<file path="src/hw/rtl/ctbuf_pkg.sv">
// Package for the cursor text line buffer: constants, op codes, control types.
`default_nettype none
package ctbuf_pkg;

    localparam int CAPACITY_DEF = 64;
    localparam int OP_W         = 3;
    localparam int CHAR_W       = 8;
    localparam int TGT_W        = 8;
    localparam int POS_OUT_W    = 7;

    typedef enum logic [OP_W-1:0] {
        OP_LEFT   = 3'd0,
        OP_RIGHT  = 3'd1,
        OP_INSERT = 3'd2,
        OP_DELETE = 3'd3,
        OP_MOVE   = 3'd4
    } t_op;

    typedef enum logic [1:0] {
        ST_IDLE = 2'd0,
        ST_EXEC = 2'd1,
        ST_RESP = 2'd2
    } t_state;

    typedef struct packed {
        logic capture;
        logic exec;
    } t_dp_cmd;

endpackage
`default_nettype wire

</file>
<file path="src/hw/rtl/cursor_text_line_buffer_unit.sv">
// Top level of the cursor text line buffer: controller, datapath and checks.
// A command is captured on acceptance, executed in the EXEC state and its result is
// held in the RESP state until the output ready takes it; only then does the
// controller return to idle and accept the next command.
// Reset (synchronous, active low): cursor and length go to zero, buffer empty;
// character cells are not cleared and take effect only once written.
`default_nettype none
module cursor_text_line_buffer_unit #(
    parameter int CAPACITY = ctbuf_pkg::CAPACITY_DEF
) (
    input  wire logic                           i_clk,
    input  wire logic                           i_rst_n,
    input  wire logic                           i_in_valid,
    output logic                                o_in_ready,
    input  wire logic [ctbuf_pkg::OP_W-1:0]     i_op,
    input  wire logic [ctbuf_pkg::CHAR_W-1:0]   i_char_in,
    input  wire logic [ctbuf_pkg::TGT_W-1:0]    i_target_pos,
    output logic                                o_out_valid,
    input  wire logic                           i_out_ready,
    output logic [ctbuf_pkg::POS_OUT_W-1:0]     o_cursor_pos,
    output logic [ctbuf_pkg::POS_OUT_W-1:0]     o_text_len,
    output logic                                o_refused
);

    ctbuf_pkg::t_dp_cmd cmd;

    ctbuf_ctrl u_ctrl (
        .i_clk       (i_clk),
        .i_rst_n     (i_rst_n),
        .i_in_valid  (i_in_valid),
        .o_in_ready  (o_in_ready),
        .o_out_valid (o_out_valid),
        .i_out_ready (i_out_ready),
        .o_cmd       (cmd)
    );

    ctbuf_dp #(
        .CAPACITY (CAPACITY)
    ) u_dp (
        .i_clk        (i_clk),
        .i_rst_n      (i_rst_n),
        .i_cmd        (cmd),
        .i_op         (i_op),
        .i_char_in    (i_char_in),
        .i_target_pos (i_target_pos),
        .o_cursor_pos (o_cursor_pos),
        .o_text_len   (o_text_len),
        .o_refused    (o_refused)
    );

    a_cursor_in_text: assert property (@(posedge i_clk) disable iff (!i_rst_n)
        o_out_valid |-> (o_cursor_pos <= o_text_len))
        else $error("cursor beyond text length");

    a_refused_full: assert property (@(posedge i_clk) disable iff (!i_rst_n)
        (o_out_valid && o_refused) |-> (o_text_len == ctbuf_pkg::POS_OUT_W'(CAPACITY)))
        else $error("refused without full buffer");

    a_one_at_a_time: assert property (@(posedge i_clk) disable iff (!i_rst_n)
        o_out_valid |-> !o_in_ready)
        else $error("new transaction taken while result pending");

    a_result_follows: assert property (@(posedge i_clk) disable iff (!i_rst_n)
        (i_in_valid && o_in_ready) |=> ##1 o_out_valid)
        else $error("result missing two cycles after transaction");

endmodule
`default_nettype wire

</file>
<file path="src/hw/rtl/ctbuf_ctrl.sv">
// Controller state machine: sequences capture, execute and respond per command.
`default_nettype none
module ctbuf_ctrl (
    input  wire logic             i_clk,
    input  wire logic             i_rst_n,
    input  wire logic             i_in_valid,
    output logic                  o_in_ready,
    output logic                  o_out_valid,
    input  wire logic             i_out_ready,
    output ctbuf_pkg::t_dp_cmd    o_cmd
);

    ctbuf_pkg::t_state r_state;
    ctbuf_pkg::t_state n_state;

    always_ff @(posedge i_clk) begin
        if (!i_rst_n) begin
            r_state <= ctbuf_pkg::ST_IDLE;
        end else begin
            r_state <= n_state;
        end
    end

    always_comb begin
        n_state = r_state;
        unique case (r_state)
            ctbuf_pkg::ST_IDLE: begin
                if (i_in_valid) n_state = ctbuf_pkg::ST_EXEC;
            end
            ctbuf_pkg::ST_EXEC: begin
                n_state = ctbuf_pkg::ST_RESP;
            end
            ctbuf_pkg::ST_RESP: begin
                if (i_out_ready) n_state = ctbuf_pkg::ST_IDLE;
            end
            default: begin
                n_state = ctbuf_pkg::ST_IDLE;
            end
        endcase
    end

    always_comb begin
        o_in_ready    = 1'b0;
        o_out_valid   = 1'b0;
        o_cmd.capture = 1'b0;
        o_cmd.exec    = 1'b0;
        unique case (r_state)
            ctbuf_pkg::ST_IDLE: begin
                o_in_ready    = 1'b1;
                o_cmd.capture = i_in_valid;
            end
            ctbuf_pkg::ST_EXEC: begin
                o_cmd.exec = 1'b1;
            end
            ctbuf_pkg::ST_RESP: begin
                o_out_valid = 1'b1;
            end
            default: begin
                o_in_ready = 1'b0;
            end
        endcase
    end

endmodule
`default_nettype wire

</file>
<file path="src/hw/rtl/ctbuf_dp.sv">
// Datapath: command registers, cursor and length, and the shifting chain of character cells.
`default_nettype none
module ctbuf_dp #(
    parameter int CAPACITY = ctbuf_pkg::CAPACITY_DEF
) (
    input  wire logic                           i_clk,
    input  wire logic                           i_rst_n,
    input  wire ctbuf_pkg::t_dp_cmd             i_cmd,
    input  wire logic [ctbuf_pkg::OP_W-1:0]     i_op,
    input  wire logic [ctbuf_pkg::CHAR_W-1:0]   i_char_in,
    input  wire logic [ctbuf_pkg::TGT_W-1:0]    i_target_pos,
    output logic [ctbuf_pkg::POS_OUT_W-1:0]     o_cursor_pos,
    output logic [ctbuf_pkg::POS_OUT_W-1:0]     o_text_len,
    output logic                                o_refused
);

    localparam int PW = $clog2(CAPACITY + 1);
    localparam int CW = (PW > ctbuf_pkg::TGT_W) ? PW : ctbuf_pkg::TGT_W;

    logic [ctbuf_pkg::OP_W-1:0]   r_op;
    logic [ctbuf_pkg::CHAR_W-1:0] r_ch;
    logic [ctbuf_pkg::TGT_W-1:0]  r_tgt;
    logic [PW-1:0]                r_cursor;
    logic [PW-1:0]                r_len;
    logic                         r_refused;
    logic [PW-1:0]                n_cursor;
    logic [PW-1:0]                n_len;
    logic                         n_refused;
    logic [ctbuf_pkg::CHAR_W-1:0] r_cell [CAPACITY];

    logic full;
    logic do_insert;
    logic do_delete;

    assign full      = (r_len == PW'(CAPACITY));
    assign do_insert = i_cmd.exec && (r_op == ctbuf_pkg::OP_INSERT) && !full;
    assign do_delete = i_cmd.exec && (r_op == ctbuf_pkg::OP_DELETE) && (r_cursor != '0);

    always_ff @(posedge i_clk) begin
        if (i_cmd.capture) begin
            r_op  <= i_op;
            r_ch  <= i_char_in;
            r_tgt <= i_target_pos;
        end
    end

    always_comb begin
        n_cursor  = r_cursor;
        n_len     = r_len;
        n_refused = 1'b0;
        unique case (r_op)
            ctbuf_pkg::OP_LEFT: begin
                if (r_cursor != '0) n_cursor = r_cursor - PW'(1);
            end
            ctbuf_pkg::OP_RIGHT: begin
                if (r_cursor < r_len) n_cursor = r_cursor + PW'(1);
            end
            ctbuf_pkg::OP_INSERT: begin
                if (full) begin
                    n_refused = 1'b1;
                end else begin
                    n_cursor = r_cursor + PW'(1);
                    n_len    = r_len + PW'(1);
                end
            end
            ctbuf_pkg::OP_DELETE: begin
                if (r_cursor != '0) begin
                    n_cursor = r_cursor - PW'(1);
                    n_len    = r_len - PW'(1);
                end
            end
            ctbuf_pkg::OP_MOVE: begin
                if (CW'(r_tgt) <= CW'(r_len)) n_cursor = PW'(r_tgt);
            end
            default: begin
                n_refused = 1'b0;
            end
        endcase
    end

    always_ff @(posedge i_clk) begin
        if (!i_rst_n) begin
            r_cursor  <= '0;
            r_len     <= '0;
            r_refused <= 1'b0;
        end else if (i_cmd.exec) begin
            r_cursor  <= n_cursor;
            r_len     <= n_len;
            r_refused <= n_refused;
        end
    end

    // each cell loads the inserted byte, its left neighbor, or its right neighbor
    for (genvar k = 0; k < CAPACITY; k++) begin : g_cell
        logic from_left;
        logic from_right;
        if (k > 0) begin : g_left
            assign from_left = do_insert && (PW'(k) > r_cursor) && (PW'(k) <= r_len);
        end else begin : g_no_left
            assign from_left = 1'b0;
        end
        if (k < CAPACITY - 1) begin : g_right
            assign from_right = do_delete && (PW'(k + 1) >= r_cursor) &&
                                (PW'(k + 1) < r_len);
        end else begin : g_no_right
            assign from_right = 1'b0;
        end

        always_ff @(posedge i_clk) begin
            if (do_insert && (PW'(k) == r_cursor)) begin
                r_cell[k] <= r_ch;
            end else if (from_left) begin
                r_cell[k] <= r_cell[(k > 0) ? k - 1 : 0];
            end else if (from_right) begin
                r_cell[k] <= r_cell[(k < CAPACITY - 1) ? k + 1 : k];
            end
        end
    end

    assign o_cursor_pos = ctbuf_pkg::POS_OUT_W'(r_cursor);
    assign o_text_len   = ctbuf_pkg::POS_OUT_W'(r_len);
    assign o_refused    = r_refused;

endmodule
`default_nettype wire

</file>
<file path="config.mk">
export PLATFORM = sky130hd
export DESIGN_NAME = cursor_text_line_buffer_unit
export DESIGN_NICKNAME = d
export VERILOG_FILES = /design/src/hw/rtl/ctbuf_pkg.sv /design/src/hw/rtl/cursor_text_line_buffer_unit.sv /design/src/hw/rtl/ctbuf_ctrl.sv /design/src/hw/rtl/ctbuf_dp.sv
export SDC_FILE = /design/constraint.sdc
export NUM_CORES = 1
export LEC_CHECK = 0
export ABC_AREA = 1
export BUFFER_PORTS_ARGS = -buffer_cell sky130_fd_sc_hd__buf_2
export CAP_MARGIN = 20
export CELL_PAD_IN_SITES_DETAIL_PLACEMENT = 0
export CELL_PAD_IN_SITES_GLOBAL_PLACEMENT = 1
export CORE_UTILIZATION = 43
export CTS_CLUSTER_DIAMETER = 120
export DETAILED_ROUTE_END_ITERATION = 10
export GPL_TIMING_DRIVEN = 0
export PLACE_DENSITY = 0.82
export SKIP_CTS_REPAIR_TIMING = 1
export SLEW_MARGIN = 0
export SYNTH_ARGS = -nofsm -noshare
export SYNTH_HDL_FRONTEND = slang
export SYNTH_SLANG_ARGS = --single-unit
</file>
<file path="constraint.sdc">
create_clock -name i_clk -period 5.7 [get_ports i_clk]
set_input_delay 0.285 -clock i_clk [delete_from_list [all_inputs] [get_ports i_clk]]
set_output_delay 0.285 -clock i_clk [all_outputs]
set_load 0.02 [all_outputs]
</file>
# [After elaboration in Yosys (flattened, before gate mapping)]
# Index checks and enable logic that the tools add are counted.
[classes] n_reduce_logical=9 muxes=17 order_cmp=2 addsub=4 eq_ne=14
[op_table] cell="$mux 7" count=6
[op_table] cell="$pmux 7 s4" count=1
[op_table] cell="$add 7x1->7 const B" count=2
[op_table] cell="$pmux 7 s2" count=1
[op_table] cell="$sub 7x1->7 const B" count=2
[op_table] cell="$le 8x7->1" count=1
[op_table] cell="$ne 2x2->1 const B" count=4
[op_table] cell="$eq 7x7->1 const B" count=1
[op_table] cell="$lt 7x7->1" count=1
[op_table] cell="$reduce_bool 7->1" count=1
[op_table] cell="$eq 3x2->1 const B" count=2
[op_table] cell="$mux 1" count=6
[op_table] cell="$ne 2x1->1 const B" count=3
[op_table] cell="$pmux 2 s3" count=1
[op_table] cell="$reduce_and 6->1" count=1
[op_table] cell="$mux 2" count=2
[op_table] cell="$reduce_and 4->1" count=1
[op_table] cell="$reduce_bool 4->1" count=1
[op_table] cell="$eq 3x1->1 const B" count=1
[op_table] cell="$eq 3x3->1 const B" count=1
[op_table] cell="$logic_not 3->1" count=1
[op_table] cell="$eq 2x1->1 const B" count=1
[op_table] cell="$eq 2x2->1 const B" count=1
[op_table] cell="$logic_not 2->1" count=1
[op_table] cell="other kinds (3)" count=3
[totals] out_inout_bits=17 regBits=28

# [Logic depth before layout (Yosys ltp)]
# Gate-level depths: netlist (run 1).
[logic_depth] ltp_word=4 mapped_depth=15

# [By module]
# A second synthesis (run 1) with hierarchy kept.
[hier_totals] hier_cells=273 hier_area_um2=2115.8
[by_module_without_submodules] module="ctbuf_dp" cells_per_inst=257 n_inst=1 area_each_um2=2010.7
[by_module_without_submodules] module="ctbuf_ctrl" cells_per_inst=16 n_inst=1 area_each_um2=105.1

# [Least setup slack after synthesis (run 1)]
# OpenSTA, ideal clock, no wires.
[synth_timing] path_kind="register -> register" start="reg u_dp.r_op[1] (netlist bit)" end="reg u_dp.r_cursor[5] (netlist: u_dp.o_cursor_pos[5])" arrival_time_ns=1.833 period_less_slack_ns=1.944 slack_ns=3.756 setup_ns=0.112 path_buffers=0 stages_incl_launch_ff=14 path_cell_list="edfxtp_1 > nor2_1 > nand2_2 > nand2_4 > ha_1 > a21oi_1 > nand2_1 > nand2_1 > nand2_1 > xor2_1 > nand2_1 > nand2_1 > nor2_1 > nor2_1"
[synth_between] elab_chain_len=4
[synth_rtl] item="from (decl)" line_no="ctbuf_dp.sv:20" source="logic [ctbuf_pkg::OP_W-1:0] r_op;"
[synth_rtl] item="from (signal assigned)" line_no="ctbuf_dp.sv:41" source="r_op <= i_op;"
[synth_rtl] item="$eq 3x2->1 or $logic_not 3->1 (tied branches)"
[synth_rtl] item="$reduce_or 2->1 (no line)"
[synth_rtl] item="$ne 2x1->1 (no line) or $reduce_bool 4->1 (tied branches)"
[synth_rtl] item="$reduce_and 6->1 (no line)"
[synth_rtl] item="to (signal assigned)" line_no="ctbuf_dp.sv:87" source="r_cursor <= n_cursor;"
[synth_rtl] item="to (decl)" line_no="ctbuf_dp.sv:23" source="logic [PW-1:0] r_cursor;"
# Several ways; a longest one is shown, not always the timed one.
# A chain may end at the register's enable or synchronous reset.

# [Final worst setup path (run 1)]
[layout_timing] start="reg u_dp.r_op[2] (netlist bit)" end="reg u_dp.r_cursor[5] (netlist: u_dp.o_cursor_pos[5])"
# The elaborated chain is that of the path after synthesis.

==> flow_summary_export.csv, run 1 <==
group,metric,value,unit
min_path,hold_depth,1,
sta,setup_viol,0,
worst_setup_path,worst-path-max-fanout,9,
floorplan,coreArea,4504,sq um
cts,htree_num_levels,1,
cells_and_area,final_nets,360,
worst_setup_path,setup.worst_path.start_class,"flop",
sta,min_period_over_period,37.67,%
route,wire_per_inst,12.33,um
worst_setup_path,max_stage_delay,0.45,ns
power_and_ir_drop,power_density,213.7,nW/um^2
cts,cts_num_sinks,28,
worst_setup_path,crit_type,"flop to flop",
cells_and_area,drive_gt1_share,18.97,%
synthesis,synthesis.area,2079,sq um
synthesis,syn_area_per_cell,7.562,sq um
floorplan,initial_core_util,46.17,%
grt,grt_pass1_wl,7458,um
sta,skew,0.01026,ns
grt,grt_pass1_vias,1618,
cts,numCtsBuffers,3,
synthesis,ys_seq_area_share,32.25,%
min_path,hold_start,"i_op[2]",
power_and_ir_drop,power.leakage,0.001245,uW
run_status,status,"complete, no violations",
sta,rsz0062_at_grt,"false",
route,drtPass1Iterations,4,
cts,insertion_delay,0.28,ns
cts,clkSlewWorstSetupHoldPaths,0.10,ns
route,wirelength,4476,um
cells_and_area,final_area,2376,sq um
worst_setup_path,required,5.89,ns
min_path,hold_class,"primary input to flop",
worst_setup_path,cp_data_arrival_time,2.34,ns
cts,cts-root-buf,"clkbuf_8",
worst_setup_path,startpoint,"u_dp.r_op[2]$_DFFE_PP_",
floorplan,num_rows,24,
grt,grt_antenna_before_repair,0,
sta,max_freq,465.7,MHz
cts,cts_tree,"done",
worst_setup_path,worstPathCellList,"inv_2 > nand3_2 > nand2_4 > ha_1 > a21oi_1 > nand2_1 > nand2_1 > nand2_1 > xor2_1 > nand2_1 > nand2_1 > nor2_1 > nor2_1",
cells_and_area,layout_common_cells,"80 x nand2_1, 32 x buf_2, 30 x inv_1",
synthesis,synth_nets,323,
floorplan,die_area,5118,sq um
cells_and_area,nFillCells,468,
synthesis,ys_top_cells_by_area,"dfxtp_1 16%, edfxtp_1 16%, nand2_1 14%",
synthesis,yosys_register_bits,28,
floorplan,die_w,71.54,um
worst_setup_path,worstReg2RegEnd,"u_dp.o_cursor_pos[5]$_SDFFE_PN0P_",
sta,period_needed,2.147,ns
sta,slew_headroom,66.39,%
worst_setup_path,worst_path_most_repeated_cell,"nand2_1",
route,ant_nets,0,
worst_setup_path,slowest_stage,"edfxtp_1",
floorplan,io-pin-count,40,
synthesis,yosysUniqueCellTypes,32,
worst_setup_path,r2r_start,"u_dp.r_op[2]$_DFFE_PP_",
cells_and_area,area_delta_synth_final,14.26,%
floorplan,die_y,71.54,um
power_and_ir_drop,peakVddDrop,0.1900,mV
grt,grt_overflow,0,
job,cap_viol_max_count,0,
sta,tightest_slew,0.5004,ns
min_path,min_to,"u_dp.r_op[2]$_DFFE_PP_",
grt,grt_use_total,19.01,%
sta,finalHoldViolCount,0,
route,num_vias,1811,
placement,placed_area,2305,sq um
synthesis,synth_cells,275,
route,vias_per_cell,4.989,
placement,place.gp.congestion,0.8336,
route,drc,0,
synthesis,synth_top_area_cell,"dfxtp_1",
sta,setup-tns-final,0,ns
cells_and_area,layout.cells.most_common,"nand2_1",
worst_setup_path,reg2regPathDepth,13,
grt,grt_max_degree,17,
cells_and_area,diodes,0,
placement,io_buffers,31,
sta,finalMaxSlewViolations,0,
synthesis,synth_top_area_share,16.37,%
cts,cts_buffer_depth,2,
synthesis,yosysWarnings,0,
route,drt_iter0_markers,54,
worst_setup_path,rrSetupSlack,3.55,ns
placement,post-dp-hpwl,3705,um
worst_setup_path,endpoint_kind,"flop",
-- final cells by class --
| class | instances | area, sq um | area share, % |
|---|---|---|---|
| Inverter | 39 | 165.2 | 6.951 |
| Clock inverter | 1 | 30.03 | 1.264 |
| Buffer | 1 | 3.754 | 0.1580 |
| Clock buffer | 3 | 41.29 | 1.738 |
| Timing Repair Buffer | 32 | 160.2 | 6.740 |
| Multi-Input combinational cell | 207 | 1240 | 52.19 |
| Tap cell | 52 | 65.06 | 2.738 |
| Sequential cell | 28 | 670.6 | 28.23 |
-- stage by stage --
step | hold WS (ns) | utilization [%] | cells | power (uW) | worst slack (ns)
after floorplan | 0.3839 | - | 275 | 323.1 | 3.756
after global placement | 0.4613 | 51.06 | 358 | 354.0 | 3.538
after detailed placement | 0.4631 | 51.17 | 359 | 355.3 | 3.534
after CTS | 0.1766 | 52.75 | 363 | 511.7 | 3.522
after global routing | 0.1641 | 52.75 | 363 | 535.3 | 3.362
final | 0.1808 | 52.75 | 363 | 507.9 | 3.553
-- report_power, final --
part / total (uW) / switching [uW] / internal, uW
combinational: 118 / 72.8 / 45.4
sequential: 231 / 11.6 / 220
clock: 158 / 64.1 / 94.0
-- Yosys cell counts, drive strengths merged --
cell type,number
a31oi,1
clkinv,1
o21ai,11
xor2,3
o21bai,1
inv,37
xnor2,4
nand2,88
nor3b,1
nand3,16
nor2,21
o211ai,1
nor3,3
nor4,1
bufinv,1
a21o,2
dfxtp,17
or2,1
a21oi,26
edfxtp,11
clkbuf,1
ha,23
fa,2
nand4,2
-- how the worst max path moves through the flow --
stage                                   endpoint  slack [ns]  cells past startpoint
3_5_place_dp   u_dp.o_cursor_pos[5]$_SDFFE_PN0P_        3.53                     13
2_1_floorplan  u_dp.o_cursor_pos[5]$_SDFFE_PN0P_        3.76                     13
3_3_place_gp   u_dp.o_cursor_pos[5]$_SDFFE_PN0P_        3.54                     13
6_report       u_dp.o_cursor_pos[5]$_SDFFE_PN0P_        3.55                     13
5_1_grt        u_dp.o_cursor_pos[5]$_SDFFE_PN0P_        3.36                     13
4_1_cts        u_dp.o_cursor_pos[5]$_SDFFE_PN0P_        3.52                     13
-- flip-flops by register name (all words and copies together), names as in the netlist --
| name | count |
|---|---|
| u_dp.r_tgt | 8 |
| u_dp.o_cursor_pos | 7 |
| u_dp.o_text_len | 7 |
| u_dp.r_op | 3 |
| u_ctrl.r_state | 2 |
| u_dp.o_refused | 1 |
-- critical path: cells and delay by family, from the launching register on --
| family | cells | cell delay (ns) |
|---|---|---|
| AND/OR/NAND/NOR | 9 | 0.85 |
| XOR/XNOR | 1 | 0.14 |
| adder cells (fa/ha/maj) | 1 | 0.30 |
| AO/OA/AOI/OAI | 1 | 0.20 |
| buffers and inverters | 1 | 0.12 |
| flip-flops | 1 | 0.45 |
-- per-layer routing --
layer  share of wire [%]  wire [um]  global-route usage [%]
met5                   0          0                       0
met2                  46       2074                   33.02
met4                 1.2         53                   4.793
met3                 2.9        128                   2.672
met1                  50       2219                   25.04
-- cells by family after synthesis --
| logic type | count (synthesis) | synth area share, % |
|---|---|---|
| compound gates | 42 | 10.65 |
| xor+xnor | 7 | 2.948 |
| fa+ha+maj | 25 | 15.76 |
| buf+inv | 40 | 8.123 |
| flops | 28 | 32.25 |
| simple gates | 133 | 30.27 |
Power figures use the tool's default switching activity.
==> run 2: changes to the inputs <==
--- a/config.mk
+++ b/config.mk
@@ -10,11 +10,11 @@
 export CAP_MARGIN = 20
 export CELL_PAD_IN_SITES_DETAIL_PLACEMENT = 0
 export CELL_PAD_IN_SITES_GLOBAL_PLACEMENT = 1
-export CORE_UTILIZATION = 43
+export CORE_UTILIZATION = 40
 export CTS_CLUSTER_DIAMETER = 120
 export DETAILED_ROUTE_END_ITERATION = 10
 export GPL_TIMING_DRIVEN = 0
-export PLACE_DENSITY = 0.82
+export PLACE_DENSITY = 0.77
 export SKIP_CTS_REPAIR_TIMING = 1
 export SLEW_MARGIN = 0
 export SYNTH_ARGS = -nofsm -noshare
==> constraint.sdc (replaced) <==
create_clock -name i_clk -period 2.06 [get_ports i_clk]
set_input_delay 0.103 -clock i_clk [delete_from_list [all_inputs] [get_ports i_clk]]
set_output_delay 0.103 -clock i_clk [all_outputs]
set_load 0.02 [all_outputs]
==> flow_summary_export.csv, run 2 (synthesis gave the netlist of run 1 again) <==
group,metric,value,unit
cts,insertion_delay,0.28,ns
sta,skew,0.01253,ns
placement,dpl_worst_slack,-0.1493,ns
route,drc,0,
route,ant_nets,0,
power_and_ir_drop,pwr-share-seq,43.2,%
route,vias_per_cell,4.726,
cells_and_area,drive_gt1_share,27.54,%
power_and_ir_drop,power_density,541.5,nW/um^2
worst_setup_path,rrSetupSlack,0.04,ns
floorplan,die_y,74.10,um
worst_setup_path,worst-path-max-fanout,6,
worst_setup_path,r2r_start,"u_dp.r_op[0]$_DFFE_PP_",
cts,cts_buffer_depth,2,
cells_and_area,diodes,0,
power_and_ir_drop,power_switching,444.6,uW
cts,cts-root-buf,"clkbuf_8",
floorplan,initial_core_util,42.89,%
worst_setup_path,setup.worst_path.start_class,"flop",
power_and_ir_drop,p_comb_share,27.3,%
cells_and_area,layout_common_cells,"78 x nand2_1, 31 x buf_2, 30 x inv_1",
cells_and_area,final_nets,383,
floorplan,num_rows,25,
power_and_ir_drop,p_sw_share,29.81,%
grt,grt_use_total,18.13,%
grt,grt_antenna_before_repair,0,
cts,numCtsBuffers,3,
route,wire_per_inst,12.94,um
power_and_ir_drop,power.leakage,0.001374,uW
worst_setup_path,reg2regPathDepth,9,
worst_setup_path,cp-endpoint,"u_dp.o_cursor_pos[2]$_SDFFE_PN0P_",
placement,post-dp-hpwl,3670,um
sta,hold_slack,0.06919,ns
cts,htree_num_levels,1,
floorplan,coreArea,4848,sq um
worst_setup_path,endpoint_kind,"flop",
route,wirelength,5188,um
sta,rsz0062_at_grt,"true",
sta,period_needed,2.023,ns
grt,grt_overflow,0,
run_status,status,"complete, no violations",
route,drtPass1Iterations,4,
cells_and_area,largest_reg_flops,8,
floorplan,io-pin-count,40,
placement,place.gp.congestion,0.8429,
cells_and_area,area_delta_synth_final,32.43,%
grt,grt_pass1_wl,7396,um
grt,grt_pass1_vias,1549,
cts,cts_tree,"done",
worst_setup_path,required,2.23,ns
worst_setup_path,worstReg2RegEnd,"u_dp.o_cursor_pos[2]$_SDFFE_PN0P_",
sta,setup_ws,0.03700,ns
worst_setup_path,crit_type,"flop to flop",
cts,cts_num_sinks,28,
sta,tightest_slew,0.5031,ns
sta,min_period_over_period,98.20,%
cells_and_area,layout.cells.most_common,"nand2_1",
sta,setup_viol,0,
floorplan,die_w,74.10,um
power_and_ir_drop,clkPwrFrac,29.4,%
floorplan,die_area,5491,sq um
sta,max_freq,494.3,MHz
sta,slew_headroom,66.21,%
sta,finalHoldViolCount,0,
cells_and_area,top_register,"u_dp.r_tgt",
worst_setup_path,startpoint,"u_dp.r_op[0]$_DFFE_PP_",
power_and_ir_drop,intPower,1047,uW
job,cap_viol_max_count,0,
min_path,hold_class,"primary input to flop",
route,drt_iter0_markers,63,
sta,finalMaxSlewViolations,0,
placement,io_buffers,31,
cts,clkSlewWorstSetupHoldPaths,0.11,ns
worst_setup_path,cp_data_arrival_time,2.19,ns
power_and_ir_drop,peakVddDrop,0.3511,mV
route,num_vias,1895,
grt,grt_max_degree,17,
## run 2: cell count changes in the layout (fill, tap and decap cells not counted), sizes merged
| cell | delta |
|---|---|
| dlygate4sd3 | +11 |
| buf | +12 |
## run 2: power groups by stage
stage / logic (uW) / clock network (uW) / registers (uW)
2_1_floorplan: 236 / 0 / 658
3_3_place_gp: 330 / 0 / 654
3_5_place_dp: 333 / 0 / 654
4_1_cts: 336 / 448 / 641
5_1_grt: 457 / 472 / 649
6_report: 407 / 439 / 645
## run 2: critical path, cell delays in order (launching register included)
cell and delay (ns):
edfxtp_1 0.52, nand3_4 0.22, nand2_8 0.10, buf_4 0.15, fa_2 0.36, or2_2 0.30
nand3_1 0.09, nand2_1 0.05, nand2_1 0.06, a21oi_1 0.05
## run 2: worst min path at each step
stage	startpoint	endpoint	slack (ns)	cells after the start
2_1_floorplan	i_op[0]	u_dp.r_op[0]$_DFFE_PP_	0.20	0
6_report	i_out_ready	u_ctrl.r_state[1]$_SDFFE_PN0P_	0.07	4
4_1_cts	i_target_pos[3]	u_dp.r_tgt[3]$_DFFE_PP_	-0.01	1
3_5_place_dp	i_target_pos[5]	u_dp.r_tgt[5]$_DFFE_PP_	0.28	1
3_3_place_gp	i_target_pos[5]	u_dp.r_tgt[5]$_DFFE_PP_	0.28	1
5_1_grt	i_in_valid	u_ctrl.r_state[0]$_SDFFE_PN0P_	0.06	3
## run 2: per-layer routing
metal | up-vias | track usage (%) | wire length, um | part of all wire [%]
met2 | 39 | 29.19 | 2524 | 49
met1 | 836 | 25.82 | 2463 | 47
li1 | 1018 | - | - | -
met3 | 2 | 2.846 | 186 | 3.6
met5 | - | 0 | 0 | 0
met4 | 0 | 3.419 | 12 | 0.23
## run 2: layout make-up
class                           count  area (sq um)
Fill cell                         461          2095
Multi-Input combinational cell    207          1379
Sequential cell                    28         674.4
Timing Repair Buffer               55         374.1
Inverter                           39         167.7
Tap cell                           67         83.83
Clock buffer                        3         41.29
Clock inverter                      1         30.03
Buffer                              1         3.754
## run 2: through the flow
stage	std cells	power (uW)	area (sq um)	setup TNS, ns	utilization, %
5_1_grt	401	1577	2754	-0.1589	56.80
6_report	401	1491	2754	0	56.80
2_1_floorplan	275	894.1	2079	0	-
4_1_cts	378	1425	2397	-0.3132	49.45
3_3_place_gp	373	984.0	2318	-0.2512	47.82
3_5_place_dp	374	986.6	2326	-0.2688	47.97
==> run 3: changes to the inputs <==
--- a/config.mk
+++ b/config.mk
@@ -5,12 +5,12 @@
 export SDC_FILE = /design/constraint.sdc
 export NUM_CORES = 1
 export LEC_CHECK = 0
-export ABC_AREA = 1
+export ABC_AREA = 0
 export BUFFER_PORTS_ARGS = -buffer_cell sky130_fd_sc_hd__buf_2
 export CAP_MARGIN = 20
 export CELL_PAD_IN_SITES_DETAIL_PLACEMENT = 0
 export CELL_PAD_IN_SITES_GLOBAL_PLACEMENT = 1
-export CORE_UTILIZATION = 40
+export CORE_UTILIZATION = 42
 export CTS_CLUSTER_DIAMETER = 120
 export DETAILED_ROUTE_END_ITERATION = 10
 export GPL_TIMING_DRIVEN = 0
==> flow_summary_export.csv, run 3 <==
group,metric,value,unit
synthesis,synth_top_area_share,17.50,%
sta,setup_ws,-0.5049,ns
floorplan,coreArea,4414,sq um
cts,cts_tree,"done",
cts,cts_buffer_depth,2,
power_and_ir_drop,peakVddDrop,0.3873,mV
synthesis,yosys-top-cells-count,"23 x ha_1, 20 x a21oi_1, 17 x dfxtp_1",
sta,setup_viol,10,
worst_setup_path,crit_type,"flop to flop",
cells_and_area,drive_gt1_share,37.59,%
cells_and_area,final_area,2759,sq um
route,wirelength,4789,um
cts,clkSlewWorstSetupHoldPaths,0.10,ns
synthesis,synthFlopType,"dfxtp_1",
sta,max_freq,389.9,MHz
grt,grt_pass1_vias,1426,
cts,insertion_delay,0.28,ns
grt,grt_antenna_before_repair,0,
cells_and_area,top_register,"u_dp.r_tgt",
synthesis,synth_top_area_cell,"dfxtp_1",
grt,grt_pass1_wl,7044,um
sta,min_period_over_period,124.5,%
run_status,violations,"setup timing",
floorplan,die_y,70.04,um
route,wire_per_inst,15.06,um
floorplan,initial_core_util,44.05,%
synthesis,yosys_register_bits,28,
placement,post-dp-hpwl,3337,um
cts,cts_num_sinks,28,
cells_and_area,layout_common_cells,"32 x buf_2, 15 x ha_1, 14 x a21oi_1, 14 x buf_4, 14 x dfxtp_1",
cts,cts-root-buf,"clkbuf_8",
worst_setup_path,required,2.28,ns
sta,rsz0062_at_grt,"true",
synthesis,synth_nets,252,
sta,skew,0.005944,ns
route,num_vias,1749,
route,drt_iter0_markers,54,
synthesis,synth_most_common_cell,"ha_1",
worst_setup_path,endpoint_kind,"flop",
cts,htree_num_levels,1,
route,ant_nets,0,
placement,io_buffers,31,
synthesis,ys_seq_area_share,34.49,%
floorplan,io-pin-count,40,
worst_setup_path,worst-path-max-fanout,7,
cells_and_area,area_delta_synth_final,41.89,%
cells_and_area,nFillCells,372,
sta,slew_headroom,59.67,%
worst_setup_path,cp_data_arrival_time,2.78,ns
worst_setup_path,setup.worst_path.start_class,"flop",
synthesis,synthArstFlopShare,0,%
cells_and_area,diodes,0,
synthesis,ys_top_cells_by_area,"dfxtp_1 18%, edfxtp_1 17%, ha_1 15%",
grt,grt_overflow,0,
cells_and_area,layout.cells.non_filler,318,
cts,numCtsBuffers,3,
cells_and_area,layout.cells.most_common,"buf_2",
sta,tightest_slew,0.6049,ns
floorplan,num_rows,24,
min_path,hold_class,"primary input to flop",
cells_and_area,largest_reg_flops,8,
synthesis,synth_enable_flop_cells,11,
run_status,status,"finished with violations",
placement,placed_area,2200,sq um
synthesis,synthesis.area,1944,sq um
floorplan,die_w,70.04,um
sta,finalMaxSlewViolations,0,
synthesis,syn_area_per_cell,9.531,sq um
power_and_ir_drop,power_density,529.2,nW/um^2
sta,finalHoldViolCount,0,
job,cap_viol_max_count,0,
synthesis,synth_cells,204,
grt,grt_max_degree,17,
sta,period_needed,2.565,ns
route,drtPass1Iterations,4,
route,drc,0,
power_and_ir_drop,power.leakage,0.001148,uW
cells_and_area,final_nets,315,
grt,grt_use_total,18.23,%
placement,placed_cells,287,
floorplan,die_area,4906,sq um
synthesis,yosysUniqueCellTypes,45,
placement,place.gp.congestion,0.8216,
route,vias_per_cell,5.500,
synthesis,yosysWarnings,0,
cells_and_area,final_util,62.50,%
run 3: cell types whose count changed in the layout (fill, tap and decap cells not counted), moves of 5 or more:
cell / before / now
a21o_1: 2 / 7
nand2_1: 78 / 9
a21oi_1: 23 / 14
nand2_2: 5 / 0
mux2i_1: 0 / 6
nand3_1: 11 / 2
inv_2: 6 / 1
inv_1: 30 / 11
run 3: worst paths after layout:
path                                                 startpoint  cells past startpoint                                 to  slack [ns]
worst min register to register  u_dp.o_text_len[6]$_SDFFE_PN0P_                      2    u_dp.o_text_len[6]$_SDFFE_PN0P_        0.50
worst max register to register           u_dp.r_op[1]$_DFFE_PP_                      9  u_dp.o_cursor_pos[6]$_SDFFE_PN0P_       -0.50
worst min-delay path                                 i_in_valid                      2     u_ctrl.r_state[0]$_SDFFE_PN0P_        0.05
worst max-delay path                     u_dp.r_op[1]$_DFFE_PP_                      9  u_dp.o_cursor_pos[6]$_SDFFE_PN0P_       -0.50
run 3: cell type report:
class | instances | area, sq um | area share (%)
multi-input cells | 159 | 1478 | 53.56
flip-flops and latches | 28 | 676.9 | 24.54
repair buffers | 58 | 392.9 | 14.24
well taps | 52 | 65.06 | 2.358
inverters | 13 | 51.30 | 1.859
clock buffers | 3 | 41.29 | 1.497
clock inverters | 1 | 30.03 | 1.088
plain buffers | 4 | 23.77 | 0.8617
run 3: routing by layer:
metal | GRT usage [%] | vias to the layer above | wire length, um | share of wire, %
li1 | - | 889 | - | -
met1 | 27.27 | 814 | 2323 | 49
met2 | 26.82 | 38 | 2248 | 47
met3 | 2.742 | 8 | 148 | 3.1
met4 | 5.778 | 0 | 69 | 1.4
met5 | 0 | - | 0 | 0
run 3: where the power goes:
part	internal [uW]	switching, uW	leakage [uW]	total, uW
sequential	606	40.1	0.000245	646
clock	260	181	0.0000357	441
combinational	183	190	0.000867	373
run 3: cells by family after synthesis:
logic type / after synthesis / synth area share [%]
flops: 28 / 34.49
xor+xnor: 8 / 4.311
fa+ha+maj: 25 / 16.86
compound gates: 59 / 20.46
buf+inv: 17 / 3.539
mux: 6 / 3.089
simple gates: 61 / 17.25
run 3: through the flow:
stage	hold slack (ns)	total power [uW]	worst slack, ns	setup TNS, ns
global route	0.06358	1531	-0.6463	-3.158
finish	0.05217	1460	-0.5049	-1.830
floorplan	0.2019	856.4	-0.3564	-0.5876
global placement	0.2793	931.6	-0.5444	-1.987
detailed placement	0.2811	935.7	-0.5482	-1.939
CTS	-0.01639	1375	-0.5636	-2.162
run 3: critical path, stage by stage (launching register included):
cell and delay (ns):
edfxtp_1 0.51, xor2_2 0.20, nor2_4 0.31, ha_4 0.27, a21o_1 0.19, a2111oi_4 0.35, xnor3_1 0.18, mux2i_1 0.06
or3_1 0.32, a21oi_2 0.12
